### config.mk
export PLATFORM = sky130hd
export DESIGN_NAME = magnetometer_iron_calibration_unit_flat
export DESIGN_NICKNAME = d
export VERILOG_FILES = /design/src/hw/rtl/mic_pkg.sv /design/src/hw/rtl/mic_if.sv /design/src/hw/rtl/magnetometer_iron_calibration_unit.sv /design/src/hw/rtl/mic_div.sv /design/src/flat_wrapper.sv
export SDC_FILE = /design/constraint.sdc
export NUM_CORES = 2
export LEC_CHECK = 0
export BUFFER_PORTS_ARGS = -buffer_cell sky130_fd_sc_hd__buf_4
export CAP_MARGIN = 5
export CORE_ASPECT_RATIO = 1.2
export CORE_UTILIZATION = 49
export CTS_BUF_LIST = sky130_fd_sc_hd__clkbuf_8
export DETAILED_ROUTE_END_ITERATION = 8
export PLACE_DENSITY = 0.65
export SYNTH_ARGS = -nofsm -noshare
export SYNTH_HDL_FRONTEND = slang
export SYNTH_SLANG_ARGS = --single-unit
### constraint.sdc
create_clock -name i_clk -period 14.7 [get_ports i_clk]
set_clock_uncertainty 0.15 [all_clocks]
set_input_delay 1.47 -clock i_clk [delete_from_list [all_inputs] [get_ports i_clk]]
set_output_delay 1.47 -clock i_clk [all_outputs]
set_load 0.1 [all_outputs]
### src/hw/rtl/mic_pkg.sv
// ----------------------------------------------------------------------------
// mic_pkg
// shared constants, codes, types and helpers of the iron calibration unit
// ----------------------------------------------------------------------------
package mic_pkg;

    // field widths
    localparam int SAMPLE_BITS          = 16;
    localparam int OFS_W                = 17;
    localparam int SCL_W                = 16;
    localparam int OUT_W                = 24;
    localparam int SCALE_FRACTION_BITS  = 12;
    localparam int OUTPUT_FRACTION_BITS = 4;
    localparam int CAL_SHIFT            = SCALE_FRACTION_BITS + 1 - OUTPUT_FRACTION_BITS;

    // exponential filter, alpha 154/1024
    localparam int ALPHA_NUM   = 154;
    localparam int ALPHA_SHIFT = 10;

    // min/max seed
    localparam int SEED_LIMIT = 32000;

    // shared multiplier operands and product
    localparam int MUL_A_W = 25;
    localparam int MUL_B_W = 18;
    localparam int PROD_W  = MUL_A_W + MUL_B_W;

    // divider sizes
    localparam int DIV_N_W   = 32;
    localparam int DIV_D_W   = 19;
    localparam int DIV_CNT_W = $clog2(DIV_N_W);

    // configuration port
    localparam int CFG_ADDR_W = 3;
    localparam int CFG_DATA_W = 17;

    typedef enum logic [1:0] {
        CMD_SAMPLE = 2'd0,
        CMD_START  = 2'd1,
        CMD_FINISH = 2'd2,
        CMD_APPLY  = 2'd3
    } t_cmd;

    typedef enum logic [CFG_ADDR_W-1:0] {
        REG_OFS_X = 3'd0,
        REG_OFS_Y = 3'd1,
        REG_OFS_Z = 3'd2,
        REG_SCL_X = 3'd3,
        REG_SCL_Y = 3'd4,
        REG_SCL_Z = 3'd5
    } t_reg_idx;

    typedef struct packed {
        logic               start;
        logic [DIV_N_W-1:0] dividend;
        logic [DIV_D_W-1:0] divisor;
    } t_div_req;

    typedef struct packed {
        logic               done;
        logic [DIV_N_W-1:0] quotient;
    } t_div_rsp;

    // clamp a wide signed value to the output range
    function automatic logic signed [OUT_W-1:0] sat_out(input logic signed [PROD_W-1:0] v);
        logic signed [PROD_W-1:0] hi;
        logic signed [PROD_W-1:0] lo;
        hi = PROD_W'((2 ** (OUT_W - 1)) - 1);
        lo = -hi - PROD_W'(1);
        if (v > hi) begin
            return OUT_W'(hi);
        end else if (v < lo) begin
            return OUT_W'(lo);
        end
        return OUT_W'(v);
    endfunction

endpackage

### src/hw/rtl/mic_if.sv
// ----------------------------------------------------------------------------
// mic_if
// request channels of the iron calibration unit: sample in, field out
// ----------------------------------------------------------------------------
interface mic_in_if import mic_pkg::*; ();
    logic                          valid;
    logic                          ready;
    logic [1:0]                    command;
    logic                          data_ready;
    logic signed [SAMPLE_BITS-1:0] raw_x;
    logic signed [SAMPLE_BITS-1:0] raw_y;
    logic signed [SAMPLE_BITS-1:0] raw_z;

    modport source (output valid, command, data_ready, raw_x, raw_y, raw_z, input ready);
    modport sink   (input valid, command, data_ready, raw_x, raw_y, raw_z, output ready);
endinterface

interface mic_out_if import mic_pkg::*; ();
    logic                    valid;
    logic                    ready;
    logic signed [OUT_W-1:0] field_x;
    logic signed [OUT_W-1:0] field_y;
    logic signed [OUT_W-1:0] field_z;
    logic                    calibrating;
    logic                    scale_fault;
    logic                    sample_used;

    modport source (output valid, field_x, field_y, field_z, calibrating, scale_fault,
                    sample_used, input ready);
    modport sink   (input valid, field_x, field_y, field_z, calibrating, scale_fault,
                    sample_used, output ready);
endinterface

### src/hw/rtl/magnetometer_iron_calibration_unit.sv
// ----------------------------------------------------------------------------
// magnetometer_iron_calibration_unit
// hard/soft-iron calibration and smoothing of three-axis magnetometer samples
// ----------------------------------------------------------------------------
// i_in carries one request: a command and a raw sample (sensor X/Y swapped).
// Each request gives exactly one result on o_out: the filtered field of all
// three axes with 4 fraction bits, the calibrating and fault flags and
// whether the sample was taken. Presets are to be written on the i_cfg port
// while the unit is idle; the unit itself does not enforce this.
// Steps from accept to result valid:
//   start, apply, sample while calibrating or not ready: straight to the result
//   calibrated sample: multiply and round per axis, then filter steps A, B and
//     round per axis (none when the filter loads directly)
//   finish: per axis, a setup step and the bit-serial divider unless skipped
// One request is in work at a time; i_in.ready is high only when idle, so the
// next request is accepted only after the last one has left. A single output
// register holds the result; while the receiver stalls, the next request may
// be accepted and processed, but it waits at the end until the register is
// free.
// Synchronous reset clears the calibration state to its defaults (seeds,
// zero offset, unit scale, zero filter) and leaves no result pending.
// ----------------------------------------------------------------------------
module magnetometer_iron_calibration_unit import mic_pkg::*; (
    input  logic                  i_clk,
    input  logic                  i_rst_n,
    input  logic                  i_cfg_wr_en,
    input  logic [CFG_ADDR_W-1:0] i_cfg_addr,
    input  logic [CFG_DATA_W-1:0] i_cfg_wdata,
    mic_in_if.sink                i_in,
    mic_out_if.source             o_out
);

    typedef enum logic [8:0] {
        S_IDLE     = 9'b000000001,
        S_CAL_MUL  = 9'b000000010,
        S_CAL_RND  = 9'b000000100,
        S_FLT_A    = 9'b000001000,
        S_FLT_B    = 9'b000010000,
        S_FLT_RND  = 9'b000100000,
        S_DIV_SET  = 9'b001000000,
        S_DIV_WAIT = 9'b010000000,
        S_DONE     = 9'b100000000
    } t_state;

    t_state r_state;
    logic [1:0] r_ax;

    // presets
    logic signed [OFS_W-1:0] r_pre_ofs [3];
    logic        [SCL_W-1:0] r_pre_scl [3];

    // calibration state
    logic signed [SAMPLE_BITS-1:0] r_min  [3];
    logic signed [SAMPLE_BITS-1:0] r_max  [3];
    logic signed [OFS_W-1:0]       r_ofs  [3];
    logic        [SCL_W-1:0]       r_scl  [3];
    logic signed [OUT_W-1:0]       r_filt [3];
    logic                          r_calib;
    logic                          r_fault;
    logic                          r_fault_acc;

    // working registers
    logic signed [SAMPLE_BITS-1:0] r_smp [3];
    logic signed [OUT_W-1:0]       r_cal [3];
    logic signed [OFS_W-1:0]       r_d   [3];
    logic signed [OFS_W+1:0]       r_sum;
    logic                          r_used;
    logic signed [PROD_W-1:0]      r_prod;
    logic signed [PROD_W-1:0]      r_acc;

    // output register
    logic                    r_out_valid;
    logic signed [OUT_W-1:0] r_out_field [3];
    logic                    r_out_calib;
    logic                    r_out_fault;
    logic                    r_out_used;

    logic accept;
    logic out_free;
    logic last_ax;

    // shared multiplier
    logic signed [MUL_A_W-1:0] mul_a;
    logic signed [MUL_B_W-1:0] mul_b;
    logic signed [PROD_W-1:0]  mul_p;

    // rounding of products
    logic signed [PROD_W-1:0] cal_rnd;
    logic signed [OUT_W-1:0]  cal_val;
    logic signed [PROD_W-1:0] flt_rnd;
    logic signed [OUT_W-1:0]  flt_val;

    // finish setup
    logic signed [OFS_W-1:0]   fin_ofs [3];
    logic signed [OFS_W-1:0]   fin_d   [3];
    logic signed [OFS_W+1:0]   fin_sum;
    logic signed [OFS_W-1:0]   cur_d;
    logic        [OFS_W-1:0]   abs_d;
    logic        [OFS_W+1:0]   abs_sum;
    logic        [DIV_D_W-1:0] den3;
    logic                      d_zero;
    logic                      d_skip;
    logic                      n_fault_acc;
    t_div_req                  div_req;
    t_div_rsp                  div_rsp;
    logic        [SCL_W-1:0]   div_scl;

    assign accept   = i_in.valid && i_in.ready;
    assign out_free = !r_out_valid || o_out.ready;
    assign last_ax  = (r_ax == 2'd2);

    // multiplier operand selection
    always_comb begin
        mul_a = '0;
        mul_b = '0;
        case (r_state)
            S_CAL_MUL: begin
                mul_a = {{(MUL_A_W-SAMPLE_BITS-1){r_smp[r_ax][SAMPLE_BITS-1]}}, r_smp[r_ax], 1'b0}
                      - MUL_A_W'(r_ofs[r_ax]);
                mul_b = MUL_B_W'(r_scl[r_ax]);
            end
            S_FLT_A: begin
                mul_a = MUL_A_W'(r_cal[r_ax]);
                mul_b = MUL_B_W'(ALPHA_NUM);
            end
            S_FLT_B: begin
                mul_a = MUL_A_W'(r_filt[r_ax]);
                mul_b = MUL_B_W'((1 << ALPHA_SHIFT) - ALPHA_NUM);
            end
            default: begin
                mul_a = '0;
                mul_b = '0;
            end
        endcase
        mul_p = PROD_W'(mul_a) * PROD_W'(mul_b);
    end

    // round half up and saturate
    always_comb begin
        cal_rnd = (r_prod + (PROD_W'(1) <<< (CAL_SHIFT - 1))) >>> CAL_SHIFT;
        cal_val = sat_out(cal_rnd);
        flt_rnd = (r_acc + r_prod + (PROD_W'(1) <<< (ALPHA_SHIFT - 1))) >>> ALPHA_SHIFT;
        flt_val = sat_out(flt_rnd);
    end

    // offsets, ranges and their sum from min/max
    always_comb begin
        for (int i = 0; i < 3; i++) begin
            fin_ofs[i] = OFS_W'(r_max[i]) + OFS_W'(r_min[i]);
            fin_d[i]   = OFS_W'(r_max[i]) - OFS_W'(r_min[i]);
        end
        fin_sum = (OFS_W+2)'(fin_d[0]) + (OFS_W+2)'(fin_d[1]) + (OFS_W+2)'(fin_d[2]);
    end

    // divider operands for the current axis
    always_comb begin
        cur_d       = r_d[r_ax];
        abs_d       = cur_d[OFS_W-1] ? OFS_W'(-cur_d) : OFS_W'(cur_d);
        abs_sum     = r_sum[OFS_W+1] ? (OFS_W+2)'(-r_sum) : (OFS_W+2)'(r_sum);
        den3        = DIV_D_W'({abs_d, 1'b0}) + DIV_D_W'(abs_d);
        d_zero      = (cur_d == '0);
        d_skip      = (r_sum == '0) || (r_sum[OFS_W+1] != cur_d[OFS_W-1]);
        n_fault_acc = r_fault_acc | d_zero;

        div_req.start    = (r_state == S_DIV_SET) && !d_zero && !d_skip;
        div_req.dividend = (DIV_N_W'(abs_sum) << (SCALE_FRACTION_BITS + 1)) + DIV_N_W'(den3);
        div_req.divisor  = {den3[DIV_D_W-2:0], 1'b0};

        div_scl = (div_rsp.quotient > DIV_N_W'({SCL_W{1'b1}})) ? {SCL_W{1'b1}}
                                                               : div_rsp.quotient[SCL_W-1:0];
    end

    mic_div u_div (
        .i_clk   (i_clk),
        .i_rst_n (i_rst_n),
        .i_req   (div_req),
        .o_rsp   (div_rsp)
    );

    // preset registers
    always_ff @(posedge i_clk) begin
        if (!i_rst_n) begin
            for (int i = 0; i < 3; i++) begin
                r_pre_ofs[i] <= '0;
                r_pre_scl[i] <= SCL_W'(1 << SCALE_FRACTION_BITS);
            end
        end else if (i_cfg_wr_en) begin
            case (i_cfg_addr)
                REG_OFS_X: r_pre_ofs[0] <= i_cfg_wdata[OFS_W-1:0];
                REG_OFS_Y: r_pre_ofs[1] <= i_cfg_wdata[OFS_W-1:0];
                REG_OFS_Z: r_pre_ofs[2] <= i_cfg_wdata[OFS_W-1:0];
                REG_SCL_X: r_pre_scl[0] <= i_cfg_wdata[SCL_W-1:0];
                REG_SCL_Y: r_pre_scl[1] <= i_cfg_wdata[SCL_W-1:0];
                REG_SCL_Z: r_pre_scl[2] <= i_cfg_wdata[SCL_W-1:0];
                default: begin
                end
            endcase
        end
    end

    // sequencer and calibration state
    always_ff @(posedge i_clk) begin
        if (!i_rst_n) begin
            r_state     <= S_IDLE;
            r_ax        <= '0;
            r_calib     <= 1'b0;
            r_fault     <= 1'b0;
            r_fault_acc <= 1'b0;
            r_used      <= 1'b0;
            for (int i = 0; i < 3; i++) begin
                r_min[i]  <= SAMPLE_BITS'(SEED_LIMIT);
                r_max[i]  <= SAMPLE_BITS'(-SEED_LIMIT);
                r_ofs[i]  <= '0;
                r_scl[i]  <= SCL_W'(1 << SCALE_FRACTION_BITS);
                r_filt[i] <= '0;
            end
        end else begin
            r_prod <= mul_p;
            case (r_state)
                S_IDLE: begin
                    if (accept) begin
                        r_smp[0] <= i_in.raw_y;
                        r_smp[1] <= i_in.raw_x;
                        r_smp[2] <= i_in.raw_z;
                        r_ax     <= '0;
                        r_used   <= 1'b0;
                        r_state  <= S_DONE;
                        case (t_cmd'(i_in.command))
                            CMD_START: begin
                                for (int i = 0; i < 3; i++) begin
                                    r_min[i] <= SAMPLE_BITS'(SEED_LIMIT);
                                    r_max[i] <= SAMPLE_BITS'(-SEED_LIMIT);
                                end
                                r_calib <= 1'b1;
                            end
                            CMD_FINISH: begin
                                for (int i = 0; i < 3; i++) begin
                                    r_ofs[i] <= fin_ofs[i];
                                    r_d[i]   <= fin_d[i];
                                end
                                r_sum       <= fin_sum;
                                r_calib     <= 1'b0;
                                r_fault_acc <= 1'b0;
                                r_state     <= S_DIV_SET;
                            end
                            CMD_APPLY: begin
                                for (int i = 0; i < 3; i++) begin
                                    r_ofs[i] <= r_pre_ofs[i];
                                    r_scl[i] <= r_pre_scl[i];
                                end
                            end
                            default: begin
                                if (i_in.data_ready) begin
                                    r_used <= 1'b1;
                                    if (r_calib) begin
                                        // widen min/max, swapped X/Y
                                        if (i_in.raw_y < r_min[0]) r_min[0] <= i_in.raw_y;
                                        if (i_in.raw_y > r_max[0]) r_max[0] <= i_in.raw_y;
                                        if (i_in.raw_x < r_min[1]) r_min[1] <= i_in.raw_x;
                                        if (i_in.raw_x > r_max[1]) r_max[1] <= i_in.raw_x;
                                        if (i_in.raw_z < r_min[2]) r_min[2] <= i_in.raw_z;
                                        if (i_in.raw_z > r_max[2]) r_max[2] <= i_in.raw_z;
                                    end else begin
                                        r_state <= S_CAL_MUL;
                                    end
                                end
                            end
                        endcase
                    end
                end
                S_CAL_MUL: begin
                    r_state <= S_CAL_RND;
                end
                S_CAL_RND: begin
                    r_cal[r_ax] <= cal_val;
                    if (last_ax) begin
                        r_ax <= '0;
                        // filter loads directly while filtered X and Y are zero
                        if (r_filt[0] == '0 && r_filt[1] == '0) begin
                            r_filt[0] <= r_cal[0];
                            r_filt[1] <= r_cal[1];
                            r_filt[2] <= cal_val;
                            r_state   <= S_DONE;
                        end else begin
                            r_state <= S_FLT_A;
                        end
                    end else begin
                        r_ax    <= r_ax + 2'd1;
                        r_state <= S_CAL_MUL;
                    end
                end
                S_FLT_A: begin
                    r_state <= S_FLT_B;
                end
                S_FLT_B: begin
                    r_acc   <= r_prod;
                    r_state <= S_FLT_RND;
                end
                S_FLT_RND: begin
                    r_filt[r_ax] <= flt_val;
                    if (last_ax) begin
                        r_state <= S_DONE;
                    end else begin
                        r_ax    <= r_ax + 2'd1;
                        r_state <= S_FLT_A;
                    end
                end
                S_DIV_SET: begin
                    r_fault_acc <= n_fault_acc;
                    if (d_zero || d_skip) begin
                        r_scl[r_ax] <= d_zero ? {SCL_W{1'b1}} : '0;
                        if (last_ax) begin
                            r_fault <= n_fault_acc;
                            r_state <= S_DONE;
                        end else begin
                            r_ax <= r_ax + 2'd1;
                        end
                    end else begin
                        r_state <= S_DIV_WAIT;
                    end
                end
                S_DIV_WAIT: begin
                    if (div_rsp.done) begin
                        r_scl[r_ax] <= div_scl;
                        if (last_ax) begin
                            r_fault <= r_fault_acc;
                            r_state <= S_DONE;
                        end else begin
                            r_ax    <= r_ax + 2'd1;
                            r_state <= S_DIV_SET;
                        end
                    end
                end
                S_DONE: begin
                    if (out_free) begin
                        r_state <= S_IDLE;
                    end
                end
                default: begin
                    r_state <= S_IDLE;
                end
            endcase
        end
    end

    // output register
    always_ff @(posedge i_clk) begin
        if (!i_rst_n) begin
            r_out_valid <= 1'b0;
        end else if (r_state == S_DONE && out_free) begin
            r_out_valid <= 1'b1;
        end else if (o_out.ready) begin
            r_out_valid <= 1'b0;
        end
    end

    always_ff @(posedge i_clk) begin
        if (r_state == S_DONE && out_free) begin
            for (int i = 0; i < 3; i++) begin
                r_out_field[i] <= r_filt[i];
            end
            r_out_calib <= r_calib;
            r_out_fault <= r_fault;
            r_out_used  <= r_used;
        end
    end

    assign i_in.ready        = (r_state == S_IDLE);
    assign o_out.valid       = r_out_valid;
    assign o_out.field_x     = r_out_field[0];
    assign o_out.field_y     = r_out_field[1];
    assign o_out.field_z     = r_out_field[2];
    assign o_out.calibrating = r_out_calib;
    assign o_out.scale_fault = r_out_fault;
    assign o_out.sample_used = r_out_used;

endmodule

### src/hw/rtl/mic_div.sv
// ----------------------------------------------------------------------------
// mic_div
// restoring divider, one quotient bit per cycle
// ----------------------------------------------------------------------------
module mic_div import mic_pkg::*; (
    input  logic     i_clk,
    input  logic     i_rst_n,
    input  t_div_req i_req,
    output t_div_rsp o_rsp
);

    logic                 r_busy;
    logic                 r_done;
    logic [DIV_CNT_W-1:0] r_cnt;
    logic [DIV_N_W-1:0]   r_quo;
    logic [DIV_D_W-1:0]   r_rem;
    logic [DIV_D_W-1:0]   r_den;

    logic [DIV_D_W:0]     rem_sh;
    logic                 q_bit;
    logic [DIV_D_W:0]     rem_sub;

    // one trial subtraction
    always_comb begin
        rem_sh  = {r_rem, r_quo[DIV_N_W-1]};
        q_bit   = (rem_sh >= {1'b0, r_den});
        rem_sub = rem_sh - {1'b0, r_den};
    end

    // control
    always_ff @(posedge i_clk) begin
        if (!i_rst_n) begin
            r_busy <= 1'b0;
            r_done <= 1'b0;
            r_cnt  <= '0;
        end else begin
            r_done <= 1'b0;
            if (i_req.start) begin
                r_busy <= 1'b1;
                r_cnt  <= '0;
            end else if (r_busy) begin
                r_cnt <= r_cnt + DIV_CNT_W'(1);
                if (r_cnt == DIV_CNT_W'(DIV_N_W - 1)) begin
                    r_busy <= 1'b0;
                    r_done <= 1'b1;
                end
            end
        end
    end

    // operands and partial remainder
    always_ff @(posedge i_clk) begin
        if (i_req.start) begin
            r_quo <= i_req.dividend;
            r_den <= i_req.divisor;
            r_rem <= '0;
        end else if (r_busy) begin
            r_quo <= {r_quo[DIV_N_W-2:0], q_bit};
            r_rem <= q_bit ? rem_sub[DIV_D_W-1:0] : rem_sh[DIV_D_W-1:0];
        end
    end

    assign o_rsp.done     = r_done;
    assign o_rsp.quotient = r_quo;

endmodule

### src/flat_wrapper.sv
// flat-port wrapper written by rule: the top's interface ports become plain ports
module magnetometer_iron_calibration_unit_flat import mic_pkg::*;
  (i_clk, i_rst_n, i_cfg_wr_en, i_cfg_addr, i_cfg_wdata, i_in_valid, i_in_command, i_in_data_ready, i_in_raw_x, i_in_raw_y, i_in_raw_z, i_in_ready, o_out_valid, o_out_field_x, o_out_field_y, o_out_field_z, o_out_calibrating, o_out_scale_fault, o_out_sample_used, o_out_ready);
  mic_in_if i_in_i ();
  mic_out_if o_out_i ();
  input  logic i_clk;
  input  logic i_rst_n;
  input  logic i_cfg_wr_en;
  input  logic [CFG_ADDR_W-1:0] i_cfg_addr;
  input  logic [CFG_DATA_W-1:0] i_cfg_wdata;
  input wire logic [$bits(i_in_i.valid)-1:0] i_in_valid;
  input wire logic [$bits(i_in_i.command)-1:0] i_in_command;
  input wire logic [$bits(i_in_i.data_ready)-1:0] i_in_data_ready;
  input wire logic [$bits(i_in_i.raw_x)-1:0] i_in_raw_x;
  input wire logic [$bits(i_in_i.raw_y)-1:0] i_in_raw_y;
  input wire logic [$bits(i_in_i.raw_z)-1:0] i_in_raw_z;
  output wire logic [$bits(i_in_i.ready)-1:0] i_in_ready;
  output wire logic [$bits(o_out_i.valid)-1:0] o_out_valid;
  output wire logic [$bits(o_out_i.field_x)-1:0] o_out_field_x;
  output wire logic [$bits(o_out_i.field_y)-1:0] o_out_field_y;
  output wire logic [$bits(o_out_i.field_z)-1:0] o_out_field_z;
  output wire logic [$bits(o_out_i.calibrating)-1:0] o_out_calibrating;
  output wire logic [$bits(o_out_i.scale_fault)-1:0] o_out_scale_fault;
  output wire logic [$bits(o_out_i.sample_used)-1:0] o_out_sample_used;
  input wire logic [$bits(o_out_i.ready)-1:0] o_out_ready;
  assign i_in_i.valid = i_in_valid;
  assign i_in_i.command = i_in_command;
  assign i_in_i.data_ready = i_in_data_ready;
  assign i_in_i.raw_x = i_in_raw_x;
  assign i_in_i.raw_y = i_in_raw_y;
  assign i_in_i.raw_z = i_in_raw_z;
  assign i_in_ready = i_in_i.ready;
  assign o_out_valid = o_out_i.valid;
  assign o_out_field_x = o_out_i.field_x;
  assign o_out_field_y = o_out_i.field_y;
  assign o_out_field_z = o_out_i.field_z;
  assign o_out_calibrating = o_out_i.calibrating;
  assign o_out_scale_fault = o_out_i.scale_fault;
  assign o_out_sample_used = o_out_i.sample_used;
  assign o_out_i.ready = o_out_ready;
  magnetometer_iron_calibration_unit u_core (.i_clk(i_clk), .i_rst_n(i_rst_n), .i_cfg_wr_en(i_cfg_wr_en), .i_cfg_addr(i_cfg_addr), .i_cfg_wdata(i_cfg_wdata), .i_in(i_in_i), .o_out(o_out_i));
endmodule
Word-level counts from Yosys, hierarchy flattened

Memory sizes are Yosys's and may differ from the RTL's. A register that Yosys moved wholly into a read port is not among the register bits.
Index checks and enable logic that the tools add are counted.

Bitwise operators: 34
Reductions and logical operators: 36
Multiplexer cells: 217
Equality and inequality tests: 28
Multipliers: 1
$add $sub $neg: 19
Order comparisons: 12

Operators by type and width:

| kind                     | number |
|---|---|
| $mux W16                 | 22 |
| $mux W24                 | 10 |
| $mux W17                 | 10 |
| $mux W1                  | 133 |
| $mux W9                  | 11 |
| $pmux W9 S9              | 1 |
| $pmux W25 S3             | 1 |
| $mux W32                 | 2 |
| $add A16 B16 Y17         | 3 |
| $sub A16 B16 Y17         | 3 |
| $gt A16 B16 Y1           | 3 |
| $logic_not A24 Y1        | 2 |
| $lt A16 B16 Y1           | 3 |
| $pmux W16 S3             | 1 |
| $add A43 B10 Y43 const B | 1 |
| $add A43 B11 Y43 const B | 1 |
| $add A43 B43 Y43         | 1 |
| $mul A25 B17 Y42         | 1 |
| $add A18 B17 Y19         | 2 |
| $mux W19                 | 2 |
| $mux W2                  | 19 |
| $gt A34 B24 Y1 const B   | 1 |
| $lt A34 B24 Y1 const B   | 1 |
| $gt A33 B24 Y1 const B   | 1 |
| other kinds (51)         | 112 |

Word-level logic and storage cells: 377
Input bits: 76
Memories kept: 11
Flip-flop bits (word level): 200
Output and inout bits: 77
Bits in writable memories: 609

Memory list:

| name               | words | width | read ports | clocked after Yosys merged registers in | wr ports | line                                     | text |
|---|---|---|---|---|---|---|---|
| u_core.r_cal       | 3     | 24    | 3          | 1                                       | 1        | magnetometer_iron_calibration_unit.sv:64 | `logic signed [OUT_W-1:0] r_cal [3];` |
| u_core.r_filt      | 3     | 24    | 4          | 1                                       | 3        | magnetometer_iron_calibration_unit.sv:57 | `logic signed [OUT_W-1:0] r_filt [3];` |
| u_core.r_out_field | 3     | 24    | 3          | 0                                       | 3        | magnetometer_iron_calibration_unit.sv:73 | `logic signed [OUT_W-1:0] r_out_field [3];` |
| u_core.r_d         | 3     | 17    | 1          | 1                                       | 3        | magnetometer_iron_calibration_unit.sv:65 | `logic signed [OFS_W-1:0] r_d [3];` |
| u_core.r_ofs       | 3     | 17    | 1          | 1                                       | 3        | magnetometer_iron_calibration_unit.sv:55 | `logic signed [OFS_W-1:0] r_ofs [3];` |
| u_core.r_pre_ofs   | 3     | 17    | 3          | 0                                       | 3        | magnetometer_iron_calibration_unit.sv:49 | `logic signed [OFS_W-1:0] r_pre_ofs [3];` |
| 5 more memories    | -     | -     | -          | -                                       | -        | -                                        |  |

Logic depth before layout (Yosys ltp)

An unclocked memory read counts as a cell.

Depth after elaboration: 11
Gate-level depth with buffers: 47

By module

A second synthesis with hierarchy kept.

Cell total of the unflattened synthesis: 5,699
Area, all modules: 62,645.1 sq um

Modules (own cells, without submodules):

| module                             | times used | cells each | area an instance (sq um) |
|---|---|---|---|
| magnetometer_iron_calibration_unit | 1          | 5,349      | 58,582.4 |
| mic_div                            | 1          | 350        | 4,062.6 |

Worst setup path after synthesis

No wires, ideal clock.

Path type: register -> register
Start point: register (tool-made name)
End point: register u_core.r_prod[40], data pin
Period minus slack after synthesis: 11,507 ps
Path slack: 3,193 ps
Stages on the path, launching flop included: 42
Path buffers: 8
Arrival time: 11,101 ps
Library setup time: 256 ps
Cell sequence: dfxtp_1 > clkbuf_1 > clkbuf_1 > clkbuf_1 > buf_1 > clkbuf_1 > clkbuf_1 > clkbuf_1 > o21ai_0 > fa_1 > a21o_1 > a21oi_1 > o21bai_1 > a21o_1 > a21oi_1 > o21ai_0 > o41ai_1 > xnor2_1 > (+6 left out) > fa_1 > fa_1 > fa_1 > inv_1 > fa_1 > inv_1 > ha_1 > a21o_1 > a21oi_1 > nor2b_1 > o21ai_0 > nand2b_1 > a21o_1 > a221oi_1 > o21a_1 > o21ai_0 > or4b_2 > and4_1

RTL lines:

| what                 | line                                      | text |
|---|---|---|
| to (signal assigned) | magnetometer_iron_calibration_unit.sv:218 | `r_prod <= mul_p;` |
| to (decl)            | magnetometer_iron_calibration_unit.sv:68  | `logic signed [PROD_W-1:0] r_prod;` |

==> reports/qor.log <==
[placed_design] global placement routability congestion 0.961
[synth] syn_nets 6,718
[cts] worst skew pair latency 0.90 ns
[drt] DRC viols 0
[global_route] initial antenna violation count 8
[synth] Distinct cells, synth 96
[worst_setup_path] Worst Setup Path Type reg2reg
[cts] CTS tree done
[drt] DR vias 44,100
[worst_setup_path] Crit path largest cell delay 0.68 ns
[synth] cell type with the highest aggregate area in the netlist sky130_fd_sc_hd__edfxtp_1
[die] die width 328 um
[power] proportion of power drawn by combinational gates 26.3%
[worst_setup_path] CP max FO 36
[synth] portion of synthesized cell area occupied by the leading cell type 39.9%
[worst_setup_path] element type at the critical path end register
[sta] Rel. slew slack 17.2%
[worst_setup_path] slowest library cell on the worst path sky130_fd_sc_hd__dfxtp_4
[synth] sequential cell area fraction in the yosys report 41.3%
[die] die boundary height 393 um
[cts] CTS H-tree lvls 4
[synth] share of flip-flops with an asynchronous set or reset 0%
[cts] number of hold buffers added after CTS 0
[placed_design] cell count after placement 7,439
[sta] maximum clock frequency 0.0901 GHz
[die] die footprint 0.129 mm^2
[cts] buffers inserted by post-CTS timing repair 0
[drt] violation count after the first detailed-routing iteration 3,406
[worst_setup_path] R2R Setup Slk 3.61 ns
[power] clock network power share 30.7%
[global_route] largest net degree at the start of global routing 76
[placed_design] Post-DP HPWL 145,000 um
[sta] final number of hold-violating endpoints 0
[drt] post-detailed-route count of antenna-violating nets 0
[cts] number of buffers added by the clock tree synthesis step 146
[worst_setup_path] Required @ worst endpoint 15.16 ns
[power] Power per Cell Area 102 mW/mm^2
[synth] Yosys warning total 0
[cells_and_area] Layout Cells excl Fill 7,710
[synth] most used flip-flop cell after synthesis sky130_fd_sc_hd__edfxtp_1
[sta] final setup violating endpoints 0
[cells_and_area] Layout Nets 6,865
[cells_and_area] count of filler cells inserted in the layout 11,100
[synth] FF+latch count, synth 873
[global_route] total congestion overflow 0
[die] Cell Rows 143
[worst_setup_path] most used cell along the critical path sky130_fd_sc_hd__fa_1
[synth] cells taking the most area after synthesis sky130_fd_sc_hd__edfxtp_1, sky130_fd_sc_hd__fa_1, sky130_fd_sc_hd__ha_1, sky130_fd_sc_hd__inv_1, sky130_fd_sc_hd__nand2_1
[die] standard cell core area 0.126 mm^2
[sta] Total Negative Setup Slacks 0 ns
[global_route] Overall Global Routing Usage 28.9%
[cts] clk sinks 873
[die] effective utilization at floorplan 49.3%
[sta] total count of max-transition violations in the final report 0
[cts] number of gates given a new drive strength after cts 0
[cts] clock tree root buffer cell sky130_fd_sc_hd__clkbuf_8
[power] sequential share of power 43.0%
[power] Worst VDD drop 73.5 uV
[cells_and_area] Layout area overhead 9.33%
[power] total leakage power 28.4 nW
[drt] 1st-pass router iterations 6
[cells_and_area] fraction of final layout cells with drive strength greater than 1 9.34%
[synth] cell count after synthesis 5,773
[synth] synthesized area divided by synthesized cell count 10.8 um^2
[sta] RSZ-0062 raised after global routing no
[power] switching fraction of total power 33.3%
[drt] vias per inst 5.72
[power] Cell Int Power 0.00465 W
[global_route] global-route wire length before repair 275,000 um
[worst_setup_path] Critical Path Start Type register
[sta] post-route minimum period 11.09 ns
[cts] clock-pin slew on the worst setup and hold paths 0.06 ns
[cts] maximum root-to-sink buffer count 3
[synth] mapped cell area 0.0624 mm^2
[die] IO Pins 153
[sta] worst hold margin 0.292 ns
[outcome] status finished, final reports clean
[power] net switching power figure 0.00232 W
[cells_and_area] commonest non-fill, non-tap cells in the layout sky130_fd_sc_hd__edfxtp_1, sky130_fd_sc_hd__inv_1, sky130_fd_sc_hd__nand2_1
[sta] portion of the clock cycle consumed by the worst path in the final layout 75.5%
[cells_and_area] most frequent standard cell in the layout excluding fill and tap cells sky130_fd_sc_hd__edfxtp_1
[worst_setup_path] CP Data Arrival Time 11.56 ns
[drt] final wirelength 184,000 um
[sta] pin slew with the least headroom to its limit 1.23 ns
[global_route] vias in the first global route 45,300
[placed_design] number of buffers added on ports 152
[drt] average wire per standard cell 23.8 um
[run] reported max-cap violation count 0
[worst_hold_path] classification of the worst-slack hold path reg2reg
[synth] Post-synth EDFFs 829
==> cell usage after synthesis (all sizes together), types with 43 or more instances <==
cell / count
dfxtp: 44
nor2: 375
nand2b: 69
nand3: 84
a22o: 60
mux2i: 84
o21ai: 293
and3: 43
inv: 709
a21oi: 235
ha: 460
o21a: 46
mux4: 57
nand2: 599
xor2: 58
xnor2: 197
clkbuf: 177
buf: 57
a21o: 92
and2: 159
edfxtp: 829
nand4: 55
nor3: 66
fa: 409
nor2b: 83
==> final timing paths <==
check | startpoint | to | cells past startpoint
worst max register to register | register | u_core.r_prod[40] | 33
worst min register to register | u_core.r_used | u_core.o_out.sample_used | 0
worst min-delay path | u_core.r_used | u_core.o_out.sample_used | 0
worst max-delay path | register | u_core.r_prod[40] | 33
==> flip-flops by register name, summed over array words and instances, names as in the netlist, 19 cells and up, named ones only <==
signal              cells
u_core.u_div.r_rem     19
u_core.r_filt          96
u_core.u_div.r_quo     32
u_core.r_max           48
u_core.r_d             51
u_core.r_pre_ofs       51
u_core.r_scl           64
u_core.r_smp           48
u_core.r_min           48
u_core.r_ofs           51
u_core.r_prod          42
u_core.r_acc           42
u_core.r_out_field     72
u_core.r_pre_scl       48
u_core.r_cal           96
u_core.r_sum           19
==> area by class of cell <==
type                    instances  area [um^2]  share of cell area (%)
clock inverters               114          746                    1.09
repair buffers                233         1750                    2.56
inverters                     710         2670                    3.91
flip-flops and latches        873        25800                    37.8
well taps                    1667         2090                    3.06
diodes                          6         15.0                  0.0220
clock buffers                 151         2080                    3.05
multi-input cells            3956        33100                    48.5
==> metal layers <==
layer	vias up	track usage [%]	part of all wire, %
met1	21700	30.8	35
met2	1589	51.6	51
met4	4	20.7	8.1
li1	20300	-	-
met3	545	4.96	5.7
met5	-	0	0.013
==> kinds of logic (layout without fill, tap and decap cells) <==
family,Yosys count,after routing,synth area share (%)
xor gates and xnor gates,255,255,3.58
and+or+nand+nor,1650,1650,12.5
muxes,161,161,3.77
buffers and inverters,944,1208,5.77
DFF,873,873,41.3
AOI/OAI and AO/OA,1021,1021,10.7
other,0,6,0
adders and majority gates,869,869,22.3
==> critical path: cells and delay by family (launching register included) <==
family	cells	cell delay (ns)
AOI/OAI and AO/OA	10	2.03
adders and majority gates	8	3.63
buffers and inverters	5	1.21
DFF	1	0.68
muxes	1	0.26
and+or+nand+nor	9	2.79
==> power groups by stage <==
stage          clock network, W  logic (W)  registers (W)
2_1_floorplan                 0    0.00122        0.00304
3_3_place_gp                  0    0.00179        0.00304
3_5_place_dp                  0    0.00181        0.00305
4_1_cts                 0.00217    0.00182        0.00300
5_1_grt                 0.00227    0.00199        0.00301
6_report                0.00214    0.00183        0.00300
==> per-stage QoR <==
step	cell area (um^2)	power (W)	util, %	worst slack (ns)
6_report	68200	0.00697	53.9	3.61
5_1_grt	68200	0.00727	53.9	2.87
4_1_cts	68200	0.00699	53.9	3.60
3_5_place_dp	65400	0.00486	51.7	3.59
3_3_place_gp	65400	0.00483	51.7	3.70
2_1_floorplan	62400	0.00426	-	3.19
No activity file was read; power rests on OpenSTA's default activity.
